`config.mk`:
```
export PLATFORM = sky130hd
export DESIGN_NAME = luhn_card_number_checker_top
export DESIGN_NICKNAME = d
export VERILOG_FILES = /design/src/hdl/lcc_pkg.sv /design/src/hdl/luhn_card_number_checker_top.sv /design/src/hdl/lcc_accum.sv
export SDC_FILE = /design/constraint.sdc
export NUM_CORES = 1
export LEC_CHECK = 0
export ABC_AREA = 0
export BUFFER_PORTS_ARGS = -buffer_cell sky130_fd_sc_hd__buf_4
export CORE_MARGIN = 3
export CORE_UTILIZATION = 46
export DETAILED_ROUTE_END_ITERATION = 16
export GPL_TIMING_DRIVEN = 0
export PLACE_DENSITY = 0.64
export SYNTH_ARGS = -nofsm -noshare
export SYNTH_HDL_FRONTEND = slang
export SYNTH_SLANG_ARGS = --single-unit
```
`constraint.sdc`:
```
create_clock -name i_clk -period 3.7 [get_ports i_clk]
set_input_delay 0.925 -clock i_clk [delete_from_list [all_inputs] [get_ports i_clk]]
set_output_delay 0.925 -clock i_clk [all_outputs]
set_load 0.03 [all_outputs]
```
`src/hdl/lcc_pkg.sv`:
```
// shared types, constants and digit helpers for the luhn card number checker
// no dependencies; used by lcc_accum and luhn_card_number_checker_top

package lcc_pkg;

    localparam int DIGIT_W  = 4;
    localparam int LEN_W    = 5;
    localparam int BRAND_W  = 2;
    localparam int SUM_W    = 4;

    // default upper bound of the digit count
    localparam int MAX_LENGTH_DEF = 31;
    // largest count the length field can hold
    localparam int LEN_FIELD_MAX  = (1 << LEN_W) - 1;

    localparam logic [BRAND_W-1:0] BRAND_NONE       = 2'd0;
    localparam logic [BRAND_W-1:0] BRAND_VISA       = 2'd1;
    localparam logic [BRAND_W-1:0] BRAND_MASTERCARD = 2'd2;
    localparam logic [BRAND_W-1:0] BRAND_AMEX       = 2'd3;

    localparam logic [LEN_W-1:0] LEN_VISA_SHORT = 5'd13;
    localparam logic [LEN_W-1:0] LEN_STD        = 5'd16;
    localparam logic [LEN_W-1:0] LEN_AMEX       = 5'd15;

    localparam logic [DIGIT_W-1:0] LEAD_VISA   = 4'd4;
    localparam logic [DIGIT_W-1:0] LEAD_MC     = 4'd5;
    localparam logic [DIGIT_W-1:0] LEAD_AMEX   = 4'd3;
    localparam logic [DIGIT_W-1:0] MC_SEC_LO   = 4'd1;
    localparam logic [DIGIT_W-1:0] MC_SEC_HI   = 4'd5;
    localparam logic [DIGIT_W-1:0] AMEX_SEC_A  = 4'd4;
    localparam logic [DIGIT_W-1:0] AMEX_SEC_B  = 4'd7;

    typedef struct packed {
        logic [BRAND_W-1:0] brand;
        logic               luhn_ok;
        logic [LEN_W-1:0]   length;
    } t_result;

    // digit sum of twice the code, for every 4-bit code
    function automatic logic [SUM_W-1:0] doubled_value(input logic [DIGIT_W-1:0] d);
        logic [SUM_W-1:0] v;
        case (d)
            4'd0:    v = 4'd0;
            4'd1:    v = 4'd2;
            4'd2:    v = 4'd4;
            4'd3:    v = 4'd6;
            4'd4:    v = 4'd8;
            4'd5:    v = 4'd1;
            4'd6:    v = 4'd3;
            4'd7:    v = 4'd5;
            4'd8:    v = 4'd7;
            4'd9:    v = 4'd9;
            4'd10:   v = 4'd2;
            4'd11:   v = 4'd4;
            4'd12:   v = 4'd6;
            4'd13:   v = 4'd8;
            4'd14:   v = 4'd10;
            4'd15:   v = 4'd3;
            default: v = 4'd0;
        endcase
        return v;
    endfunction

    // (sum + addend) mod 10, sum below 10 and addend below 16
    function automatic logic [SUM_W-1:0] add_mod10(input logic [SUM_W-1:0] s,
                                                  input logic [SUM_W-1:0] a);
        logic [SUM_W:0] t;
        logic [SUM_W:0] r;
        t = {1'b0, s} + {1'b0, a};
        if (t >= 5'd20) begin
            r = t - 5'd20;
        end else if (t >= 5'd10) begin
            r = t - 5'd10;
        end else begin
            r = t;
        end
        return r[SUM_W-1:0];
    endfunction

    function automatic logic [BRAND_W-1:0] brand_of(input logic [DIGIT_W-1:0] lead,
                                                   input logic [DIGIT_W-1:0] second,
                                                   input logic [LEN_W-1:0]   len);
        logic [BRAND_W-1:0] b;
        b = BRAND_NONE;
        if (lead == LEAD_VISA && (len == LEN_VISA_SHORT || len == LEN_STD)) begin
            b = BRAND_VISA;
        end else if (lead == LEAD_MC && second >= MC_SEC_LO && second <= MC_SEC_HI
                     && len == LEN_STD) begin
            b = BRAND_MASTERCARD;
        end else if (lead == LEAD_AMEX && (second == AMEX_SEC_A || second == AMEX_SEC_B)
                     && len == LEN_AMEX) begin
            b = BRAND_AMEX;
        end
        return b;
    endfunction

endpackage

```
`src/hdl/luhn_card_number_checker_top.sv`:
```
// top level of the luhn card number checker: input register, accumulator, result register
// depends on lcc_pkg and lcc_accum
//
//  channel | ports                                   | dir | payload
//  --------+-----------------------------------------+-----+------------------------
//  in      | i_in_valid  o_in_stall                  | in  | i_digit, i_last_digit
//  out     | o_out_valid i_out_stall                 | out | o_brand, o_luhn_ok, o_length
//
// one digit word per cycle while o_in_stall is low; after its last digit is taken, a result
// passes the input register, then the result register. the accumulator step is the only loop.
// synchronous active-low reset empties both registers and clears the running sums.
// a stalled result holds the input register only when it carries another last digit.

module luhn_card_number_checker_top #(
    parameter int MAX_LENGTH = lcc_pkg::MAX_LENGTH_DEF
) (
    input  logic                          i_clk,
    input  logic                          i_rst_n,
    input  logic                          i_in_valid,
    output logic                          o_in_stall,
    input  logic [lcc_pkg::DIGIT_W-1:0]   i_digit,
    input  logic                          i_last_digit,
    output logic                          o_out_valid,
    input  logic                          i_out_stall,
    output logic [lcc_pkg::BRAND_W-1:0]   o_brand,
    output logic                          o_luhn_ok,
    output logic [lcc_pkg::LEN_W-1:0]     o_length
);
    import lcc_pkg::*;

    logic               r_in_valid;
    logic [DIGIT_W-1:0] r_digit;
    logic               r_last;
    logic               r_out_valid;
    t_result            r_out;
    t_result            step_result;
    logic               out_free;
    logic               step;
    logic               n_in_valid;
    logic               n_out_valid;

    assign out_free    = !r_out_valid || !i_out_stall;
    // a non-final digit never needs the result register
    assign step        = r_in_valid && (!r_last || out_free);
    assign o_in_stall  = r_in_valid && !step;
    assign n_in_valid  = i_in_valid || (r_in_valid && !step);
    assign n_out_valid = (step && r_last) || (r_out_valid && i_out_stall);

    lcc_accum #(
        .MAX_LENGTH (MAX_LENGTH)
    ) u_accum (
        .i_clk    (i_clk),
        .i_rst_n  (i_rst_n),
        .i_step   (step),
        .i_digit  (r_digit),
        .i_last   (r_last),
        .o_result (step_result)
    );

    always_ff @(posedge i_clk) begin
        if (!i_rst_n) begin
            r_in_valid  <= 1'b0;
            r_out_valid <= 1'b0;
        end else begin
            r_in_valid  <= n_in_valid;
            r_out_valid <= n_out_valid;
        end
    end

    always_ff @(posedge i_clk) begin
        if (i_in_valid && !o_in_stall) begin
            r_digit <= i_digit;
            r_last  <= i_last_digit;
        end
        if (step && r_last) begin
            r_out <= step_result;
        end
    end

    assign o_out_valid = r_out_valid;
    assign o_brand     = r_out.brand;
    assign o_luhn_ok   = r_out.luhn_ok;
    assign o_length    = r_out.length;

endmodule

```
`src/hdl/lcc_accum.sv`:
```
// running luhn sums, digit count and prefix capture for one card number
// depends on lcc_pkg; result is combinational from the word being stepped in

module lcc_accum #(
    parameter int MAX_LENGTH = lcc_pkg::MAX_LENGTH_DEF
) (
    input  logic                          i_clk,
    input  logic                          i_rst_n,
    input  logic                          i_step,
    input  logic [lcc_pkg::DIGIT_W-1:0]   i_digit,
    input  logic                          i_last,
    output lcc_pkg::t_result              o_result
);
    import lcc_pkg::*;

    localparam int COUNT_CAP_I = (MAX_LENGTH > LEN_FIELD_MAX) ? LEN_FIELD_MAX : MAX_LENGTH;
    localparam logic [LEN_W-1:0] COUNT_CAP = LEN_W'(COUNT_CAP_I);

    logic [SUM_W-1:0]   r_sum_plain,   n_sum_plain;
    logic [SUM_W-1:0]   r_sum_doubled, n_sum_doubled;
    logic [LEN_W-1:0]   r_count,       n_count;
    logic [DIGIT_W-1:0] r_lead,        n_lead;
    logic [DIGIT_W-1:0] r_second,      n_second;

    always_comb begin
        // sums swap roles with every new digit
        n_sum_plain   = add_mod10(r_sum_doubled, i_digit);
        n_sum_doubled = add_mod10(r_sum_plain, doubled_value(i_digit));
        n_lead        = (r_count == '0) ? i_digit : r_lead;
        n_second      = (r_count == LEN_W'(1)) ? i_digit : r_second;
        n_count       = (r_count < COUNT_CAP) ? r_count + LEN_W'(1) : r_count;
    end

    always_comb begin
        o_result.length  = n_count;
        o_result.luhn_ok = (n_sum_plain == '0);
        o_result.brand   = (n_sum_plain == '0) ? brand_of(n_lead, n_second, n_count)
                                               : BRAND_NONE;
    end

    always_ff @(posedge i_clk) begin
        if (!i_rst_n) begin
            r_sum_plain   <= '0;
            r_sum_doubled <= '0;
            r_count       <= '0;
            r_lead        <= '0;
            r_second      <= '0;
        end else if (i_step) begin
            if (i_last) begin
                // number complete, start over
                r_sum_plain   <= '0;
                r_sum_doubled <= '0;
                r_count       <= '0;
                r_lead        <= '0;
                r_second      <= '0;
            end else begin
                r_sum_plain   <= n_sum_plain;
                r_sum_doubled <= n_sum_doubled;
                r_count       <= n_count;
                r_lead        <= n_lead;
                r_second      <= n_second;
            end
        end
    end

endmodule
```
# After elaboration in Yosys (flattened, before gate mapping)
# Memory sizes are Yosys's and may differ from the RTL's. A register that Yosys moved wholly into a read port is not among the register bits.
# Index checks and enable logic that the tools add are counted.
[totals]
register_bits = 36
rom_bits = 64
in_bits = 9
output_inout_bits = 10
word_cells = 79
mem_count = 1
[memory_table]
columns = ["memory", "words", "width", "read_ports", "rd_clocked_by_memory_dff", "wr", "line_no", "source"]
rows = [
  ["(no name shown)", 16, 4, 1, 1, 0, "lcc_pkg.sv:42", "case (d)"],
]
[op_classes]
addsub = 7
magnitude_cmp = 7
n_eq_ne = 9
n_mux = 16
bitwise = 1
n_reduce_logical = 25
[ops]
columns = ["cell", "n"]
rows = [
  ["$mux 4", 11],
  ["$eq 4x3->1 const B", 4],
  ["$logic_and 1x1->1", 11],
  ["$add 4x4->5", 2],
  ["$eq 5x4->1 const B", 2],
  ["$ge 5x4->1 const B", 2],
  ["$ge 5x5->1 const B", 2],
  ["$mux 5", 2],
  ["$sub 4x3->4 const B", 2],
  ["$sub 4x4->4 const B", 2],
  ["$logic_or 1x1->1", 6],
  ["$add 5x1->5 const B", 1],
  ["$eq 5x1->1 const B", 1],
  ["$eq 5x5->1 const B", 1],
  ["$logic_not 1->1", 5],
  ["$logic_not 5->1", 1],
  ["$lt 5x5->1 const B", 1],
  ["$eq 4x2->1 const B", 1],
  ["$ge 4x1->1 const B", 1],
  ["$le 4x3->1 const B", 1],
  ["$logic_not 4->1", 1],
  ["$mux 2", 2],
  ["$reduce_or 2->1", 1],
  ["$mux 1", 1],
  ["$not 1->1", 1],
]

# Longest topological paths before layout
# Gate-level depths: netlist of the first run.
[logic_depth]
depth_word = 9
ltp_mapped = 12
depth_no_buf = 12

# Hierarchy
# Synthesis of the first run repeated with hierarchy kept, for this count alone.
[unflattened]
cells_unflattened = 265
area_unflattened_um2 = 2486.1
[by_module_without_submodules]
columns = ["mod", "instances", "cells_per_inst", "area_each_um2", "seq_area_each_um2"]
rows = [
  ["lcc_accum", 1, 241, 2000.7, 420.4],
  ["luhn_card_number_checker_top", 1, 24, 485.5, 430.4],
]

# Least setup slack after synthesis of the first run
# Ideal clock, no wire load.
[synth_path]
kind = "register to register"
startpoint = "reg r_digit[0]"
endpoint = "reg r_out (netlist bit o_brand[1]), data pin"
setup_ps = 190
arrival_time_ps = 2462
required_time_ps = 3510
setup_slack_ps = 1048
stages_incl_launch_ff = 10
path_buffers = 0
synth_period_minus_slack_ps = 2652
path_cell_list = "edfxtp_1 ha_1 fa_1 xor2_1 inv_1 ha_1 o211ai_1 mux2i_1 or2_2 a2111oi_2"
[synth_via]
elab_chain_cells = 7
elab_cells_between_ends = 28
classes_between = "add/sub: 3; order compare: 4; eq/ne: 5; mux: 6; bitwise: 1; reduce/logical: 9"
[synth_rtl]
columns = ["element", "line_no", "source"]
rows = [
  ["from (decl)", "luhn_card_number_checker_top.sv:32", "logic [DIGIT_W-1:0] r_digit;"],
  ["from (signal assigned)", "luhn_card_number_checker_top.sv:72", "r_digit <= i_digit;"],
  ["$add 4x4->5 / $mux 4 (equally long branches)", "lcc_pkg.sv:69, lcc_accum.sv:30", ""],
  ["$sub 4x4->4, or another cell as far along", "lcc_pkg.sv:73", "r = t - 5'd10;"],
  ["$mux 4 / $logic_or 1x1->1 (equally long branches)", "lcc_pkg.sv:72, lcc_pkg.sv:90", ""],
  ["$mux 4 / $logic_and 1x1->1 (equally long branches)", "lcc_pkg.sv:70, lcc_pkg.sv:90", ""],
  ["$logic_not 4->1 / $logic_and 1x1->1 (equally long branches)", "lcc_accum.sv:37, lcc_pkg.sv:91", ""],
  ["$not 1->1 (no line) / $mux 2 (equally long branches)", "n/a", ""],
  ["$reduce_or 2->1 (no line) / $mux 2 (equally long branches)", "n/a", ""],
  ["to (signal assigned)", "luhn_card_number_checker_top.sv:76", "r_out <= step_result;"],
  ["to (decl)", "luhn_card_number_checker_top.sv:35", "t_result r_out;"],
]
# Parallel ways exist; a longest one is shown, timed or not.
# A chain may end at the register's enable or synchronous reset.

# Worst setup path in the final report of the first run
[layout_path]
startpoint = "reg r_digit[0]"
endpoint = "reg r_out (netlist bit o_brand[0]), data pin"
[layout_via]
elab_chain_cells = 8
elab_cells_between_ends = 27
classes_between = "add/sub: 3; order compare: 4; eq/ne: 5; mux: 7; reduce/logical: 8"
[layout_rtl]
columns = ["element"]
rows = [
  ["branches (longest 8 deep; another with $add 4x4->5)"],
]
# Several ways; the timed one is not identified.

==> metrics.yaml, run 1 <==
critical_path:
  r2r_setup_slack_ns: 0.71
  worstSetupEndpointType: "flop"
  ff2ff_path_depth: 9
  timing.rr.end: "o_brand[0]"
  worstPathArrival_ns: 3.10
  crit_type: "flop to flop"
  worstReg2RegStart: "r_digit[0]"
  cp.required_ns: 3.81
  crit_fanout: 7
  startpoint_type: "flop"
min_path:
  holdPathEnd: "u_accum.r_sum_plain[0]"
  worstHoldPathCells: 2
  hp-start: "u_accum.r_sum_plain[0]"
  hold_path.class: "flop to flop"
floorplanning:
  die-area_mm2: 0.00664
  ios: 19
  core_mm2: 0.00530
  initial_core_util: 0.495
  dieWidth_um: 81.5
  rows: 26
  fp.dieH_um: 81.5
layout:
  syn_to_final_growth_pct: 12.7
  nNetsFinal: 324
  drive_gt1_frac: 0.167
  fin_area_mm2: 0.00296
  fillCellCount: 494
  antennaDiodeCount: 0
detailed_routing:
  wl_per_cell_um: 15.0
  ant_nets: 0
  first_pass_iters: 4
  num_vias: 2056
  route.detailed.drc: 0
  drtIter0Drc: 148
  routed_wirelength_um: 5480
  via_per_inst: 5.65
power:
  power.density_mw_per_mm2: 365
  leakage_nw: 1.22
  ir_drop_v: 0.000176
place:
  port_buffers: 18
  gp_congestion: 0.834
  place_area_mm2: 0.00285
  dp_hpwl_um: 4140
synthesis:
  yosysSeqAreaShare: 0.355
  syn-num-nets: 299
  ys_warn_count: 0
  synth.distinct_cells: 64
  synth_area_mm2: 0.00262
  syn_inst: 268
  synth_area_per_cell_um2: 9.79
  ys.flop_type: "dfxtp_1"
  ys_ff_latch: 40
  synth-edff-count: 13
  synthArstFlopShare: 0
clock_tree:
  postCtsHoldBufs: 0
  cts_tree: "done"
  cts_max_path_buffers: 2
  cts_htree_levels: 2
  cts_resized: 0
  clock_sinks: 40
  clock_latency_ns: 0.30
  cts_setup_buffers: 0
  cts_inserted_buffers: 5
  cts.clk_slew.worst_paths_ns: 0.08
  root_buffer: "clkbuf_8"
timing:
  finClkSkew_ns: 0.00566
  finalHoldViolations: 0
  rsz0062_at_grt: "no"
  layout_min_cycle_time_ns: 2.99
  tightestPinTransition_ns: 0.822
  finalCritPeriodShare: 0.809
  slew_viol_final: 0
  fmax_ghz: 0.334
  slew-limit-headroom: 0.451
  fin_tns_setup_ns: 0
  setup_viol: 0
grt:
  grt_max_degree: 14
  antenna_found_initial: 0
  grt_use_total: 0.180
  grt_pass1_vias: 1916
  grt_pass1_wl_um: 9230
  gr-total-overflow: 0
run:
  cap_violations: 0
run_status:
  outcome: "complete, no violations"
power breakdown:
group / internal (W) / total (W) / switching, W
clock network: 0.000200 / 0.000364 / 0.000164
logic: 0.0000962 / 0.000226 / 0.000130
registers: 0.000473 / 0.000489 / 0.0000157
layout by cell type (no fill, tap or decap), types with 3 or more instances in the layout:
master,instances
nor3_1,4
edfxtp_1,13
clkbuf_8,5
buf_4,18
dfxtp_1,27
a21o_1,6
clkbuf_1,7
xor2_1,3
mux2i_1,7
buf_6,3
nor2_1,13
a22oi_1,13
a31oi_1,4
o21ai_0,9
inv_1,15
nor2b_1,16
nand4_1,5
a21boi_0,8
nand2_1,19
and2_1,3
a21oi_1,9
ha_1,20
nand3_1,10
o211ai_1,6
worst max-delay path: stages (launching register included):
cell	delay, ns
edfxtp_1	0.54
ha_1	0.31
fa_1	0.40
xor2_1	0.23
inv_1	0.15
ha_1	0.33
o211ai_1	0.19
mux2i_1	0.11
or2_2	0.32
a2111oi_2	0.21
cell usage after synthesis (all sizes together) (9+ instances only):
cell	instances	area, um^2
dfxtp	27	541
ha	20	250
nand2	20	77.6
nor2b	16	100
inv	15	56.3
a22oi	13	97.6
edfxtp	13	390
nor2	13	48.8
nand3	11	60.1
o21ai	11	55.1
a21oi	10	53.8
a21boi	9	67.6
cell type report:
class | count | area (um^2) | share of cell area
clock buffer | 5 | 68.8 | 0.0233
inverter | 15 | 56.3 | 0.0190
sequential | 40 | 931 | 0.315
clock inverter | 3 | 42.5 | 0.0144
buffer | 12 | 105 | 0.0355
multi-input combinational | 201 | 1530 | 0.518
tap | 70 | 87.6 | 0.0296
timing repair buffer | 18 | 135 | 0.0457
flip-flops by register name (all words and copies together), names as in the netlist, 2 cells and up, named ones only:
register / flops
u_accum.r_second: 4
o_brand: 2
r_digit: 4
u_accum.r_sum_doubled: 4
o_length: 5
u_accum.r_count: 5
u_accum.r_lead: 4
u_accum.r_sum_plain: 4
stage by stage:
step                total power, W  utilization  hold slack, ns  instances  setup slack, ns
global placement          0.000723        0.537           0.460        356            0.575
floorplan                 0.000669            -           0.444        268             1.05
CTS                        0.00109        0.558           0.487        364            0.712
global route               0.00114        0.558           0.498        364            0.474
detailed placement        0.000727        0.537           0.471        356            0.549
finish                     0.00108        0.558           0.484        364            0.706
routing by layer:
| layer | wire length, um | vias to the layer above | share of wire | global-route usage |
|---|---|---|---|---|
| met4 | 40 | 0 | 0.0073 | 0.0405 |
| li1 | - | 1045 | - | - |
| met2 | 2690 | 32 | 0.49 | 0.309 |
| met1 | 2510 | 974 | 0.46 | 0.230 |
| met5 | 0 | - | 0 | 0 |
| met3 | 231 | 5 | 0.042 | 0.0373 |
worst max-delay path by stage:
stage | startpoint | to | slack, ns
3_3_place_gp | i_out_stall | flop | 0.57
3_5_place_dp | i_out_stall | flop | 0.55
6_report | r_digit[0] | o_brand[0] | 0.71
5_1_grt | r_digit[0] | o_brand[0] | 0.47
2_1_floorplan | r_digit[0] | o_brand[1] | 1.05
4_1_cts | r_digit[0] | o_brand[0] | 0.71
cell families after synthesis:
family,count (synthesis),synth area share
xor+xnor,4,0.0134
simple gates,87,0.188
compound gates,77,0.222
flops,40,0.355
fa+ha+maj,22,0.111
mux,11,0.0496
buf+inv,27,0.0615
Power figures use the tool's default switching activity.
==> inputs of run 2 (changes only) <==
--- a/config.mk
+++ b/config.mk
@@ -11,7 +11,7 @@
 export CORE_UTILIZATION = 46
 export DETAILED_ROUTE_END_ITERATION = 16
 export GPL_TIMING_DRIVEN = 0
-export PLACE_DENSITY = 0.64
+export PLACE_DENSITY = 0.66
 export SYNTH_ARGS = -nofsm -noshare
 export SYNTH_HDL_FRONTEND = slang
 export SYNTH_SLANG_ARGS = --single-unit
==> constraint.sdc (replaced) <==
create_clock -name i_clk -period 2.6 [get_ports i_clk]
set_input_delay 0.65 -clock i_clk [delete_from_list [all_inputs] [get_ports i_clk]]
set_output_delay 0.65 -clock i_clk [all_outputs]
set_load 0.03 [all_outputs]
==> metrics.yaml, run 2 (same netlist as run 1, synthesis figures left out) <==
timing:
  slew_viol_final: 0
  tightestPinTransition_ns: 0.670
  layout_min_cycle_time_ns: 2.57
  fmax_ghz: 0.390
  finalHoldViolations: 0
  rsz0062_at_grt: "yes"
  setup_slack_ns: 0.0339
  finClkSkew_ns: 0.00518
  fin_tns_setup_ns: 0
  slew-limit-headroom: 0.552
  finalCritPeriodShare: 0.987
  setup_viol: 0
critical_path:
  path_common_cell: "a21o_1"
  slowest_delay_ns: 0.47
  worstSetupEndpointType: "flop"
  ff2ff_path_depth: 8
  worstReg2RegStart: "r_digit[0]"
  startpoint_type: "flop"
  timing.rr.end: "o_brand[0]"
  cp.required_ns: 2.65
  crit_fanout: 6
  cp_cell_sequence: "ha_4, fa_2, a21o_1, a21o_1, or3_1, o21ai_2, or2_4, a2111oi_4"
  r2r_setup_slack_ns: 0.03
  slowest_stage: "edfxtp_1"
  crit_type: "flop to flop"
  worstPathArrival_ns: 2.61
place:
  gp_congestion: 0.862
  dp_slack_ns: -0.300
  dp_hpwl_um: 4310
  port_buffers: 18
clock_tree:
  cts_max_path_buffers: 2
  cts_tree: "done"
  clock_latency_ns: 0.30
  root_buffer: "clkbuf_8"
  cts.clk_slew.worst_paths_ns: 0.09
  cts_htree_levels: 2
  clock_sinks: 40
  cts_inserted_buffers: 5
power:
  internal-power_w: 0.00118
  p_seq_frac: 0.412
  p_switching_w: 0.000519
  power.density_mw_per_mm2: 513
  ir_drop_v: 0.000300
  clkPwrFrac: 0.318
  leakage_nw: 1.32
  comb_power_share: 0.270
  power_w: 0.00170
  switching_share: 0.306
grt:
  gr-total-overflow: 0
  grt_pass1_wl_um: 10400
  grt_pass1_vias: 2124
  antenna_found_initial: 0
  grt_max_degree: 15
  grt_use_total: 0.204
layout:
  nNetsFinal: 338
  syn_to_final_growth_pct: 26.2
  mostFrequentLayoutCells: "buf_4 (34), dfxtp_1 (24), nand2_1 (19)"
  antennaDiodeCount: 0
  drive_gt1_frac: 0.318
  mostFrequentLayoutCell: "buf_4"
floorplanning:
  die-area_mm2: 0.00664
  fp.dieH_um: 81.5
  rows: 26
  dieWidth_um: 81.5
  core_mm2: 0.00530
  initial_core_util: 0.495
  ios: 19
min_path:
  hp-start: "u_accum.r_sum_doubled[3]"
  holdPathEnd: "u_accum.r_sum_doubled[3]"
  hold_path.class: "flop to flop"
  worstHoldPathCells: 2
detailed_routing:
  route.detailed.drc: 0
  routed_wirelength_um: 6280
  via_per_inst: 5.83
  wl_per_cell_um: 16.6
  drtIter0Drc: 119
  num_vias: 2204
  ant_nets: 0
  first_pass_iters: 4
run:
  cap_violations: 0
run_status:
  outcome: "complete, no violations"
run 2: worst max-delay path by stage:
stage / startpoint / endpoint / slack (ns) / cells past startpoint
detailed placement: u_accum.r_sum_plain[0] / u_accum.r_sum_doubled[3] / -0.30 / 11
CTS: r_digit[0] / o_brand[1] / 0.007 / 9
global route: r_digit[0] / o_brand[0] / -0.04 / 7
finish: r_digit[0] / o_brand[0] / 0.03 / 8
floorplan: u_accum.r_sum_plain[0] / u_accum.r_sum_doubled[3] / 0.03 / 11
global placement: r_digit[0] / o_brand[1] / -0.24 / 9
run 2: metal layers:
layer | vias up | track usage | share of wire
met3 | 8 | 0.0395 | 0.039
met1 | 1081 | 0.261 | 0.44
li1 | 1068 | - | -
met5 | - | 0 | 0
met2 | 47 | 0.344 | 0.51
met4 | 0 | 0.0659 | 0.013
run 2: final cells by class:
cell class | count | area [um^2]
Clock inverter | 3 | 46.3
Buffer | 10 | 98.8
Clock buffer | 5 | 68.8
Fill cell | 446 | 1990
Sequential cell | 40 | 937
Multi-Input combinational cell | 201 | 1760
Inverter | 15 | 56.3
Tap cell | 70 | 87.6
Timing Repair Buffer | 34 | 255
run 2: critical path: cells and delay by family (launching register included):
kind	cells	cell delay [ns]
AOI/OAI and AO/OA	4	0.63
adders and majority gates	2	0.62
DFF	1	0.47
and+or+nand+nor	2	0.60
run 2: timing repair:
action | 4_1_cts | 5_1_grt
setup buffers | 6 | 10
hold buffers | 0 | 0
pin swaps | 5 | 13
gates resized for setup | 15 | 33
setup endpoints to repair | 10 | 12
run 2: power by group through the flow:
stage / logic [W] / registers (W) / clock network [W]
final: 0.000458 / 0.000698 / 0.000539
after global routing: 0.000503 / 0.000701 / 0.000582
after CTS: 0.000368 / 0.000696 / 0.000553
after detailed placement: 0.000328 / 0.000711 / 0
after global placement: 0.000318 / 0.000710 / 0
after floorplan: 0.000241 / 0.000711 / 0
run 2: per-stage QoR:
stage / cells / utilization / hold slack (ns) / area, um^2
after floorplan: 268 / - / 0.444 / 2630
after global routing: 378 / 0.624 / 0.503 / 3310
after CTS: 368 / 0.580 / 0.486 / 3070
after global placement: 356 / 0.538 / 0.464 / 2850
final: 378 / 0.624 / 0.490 / 3310
after detailed placement: 356 / 0.538 / 0.476 / 2850
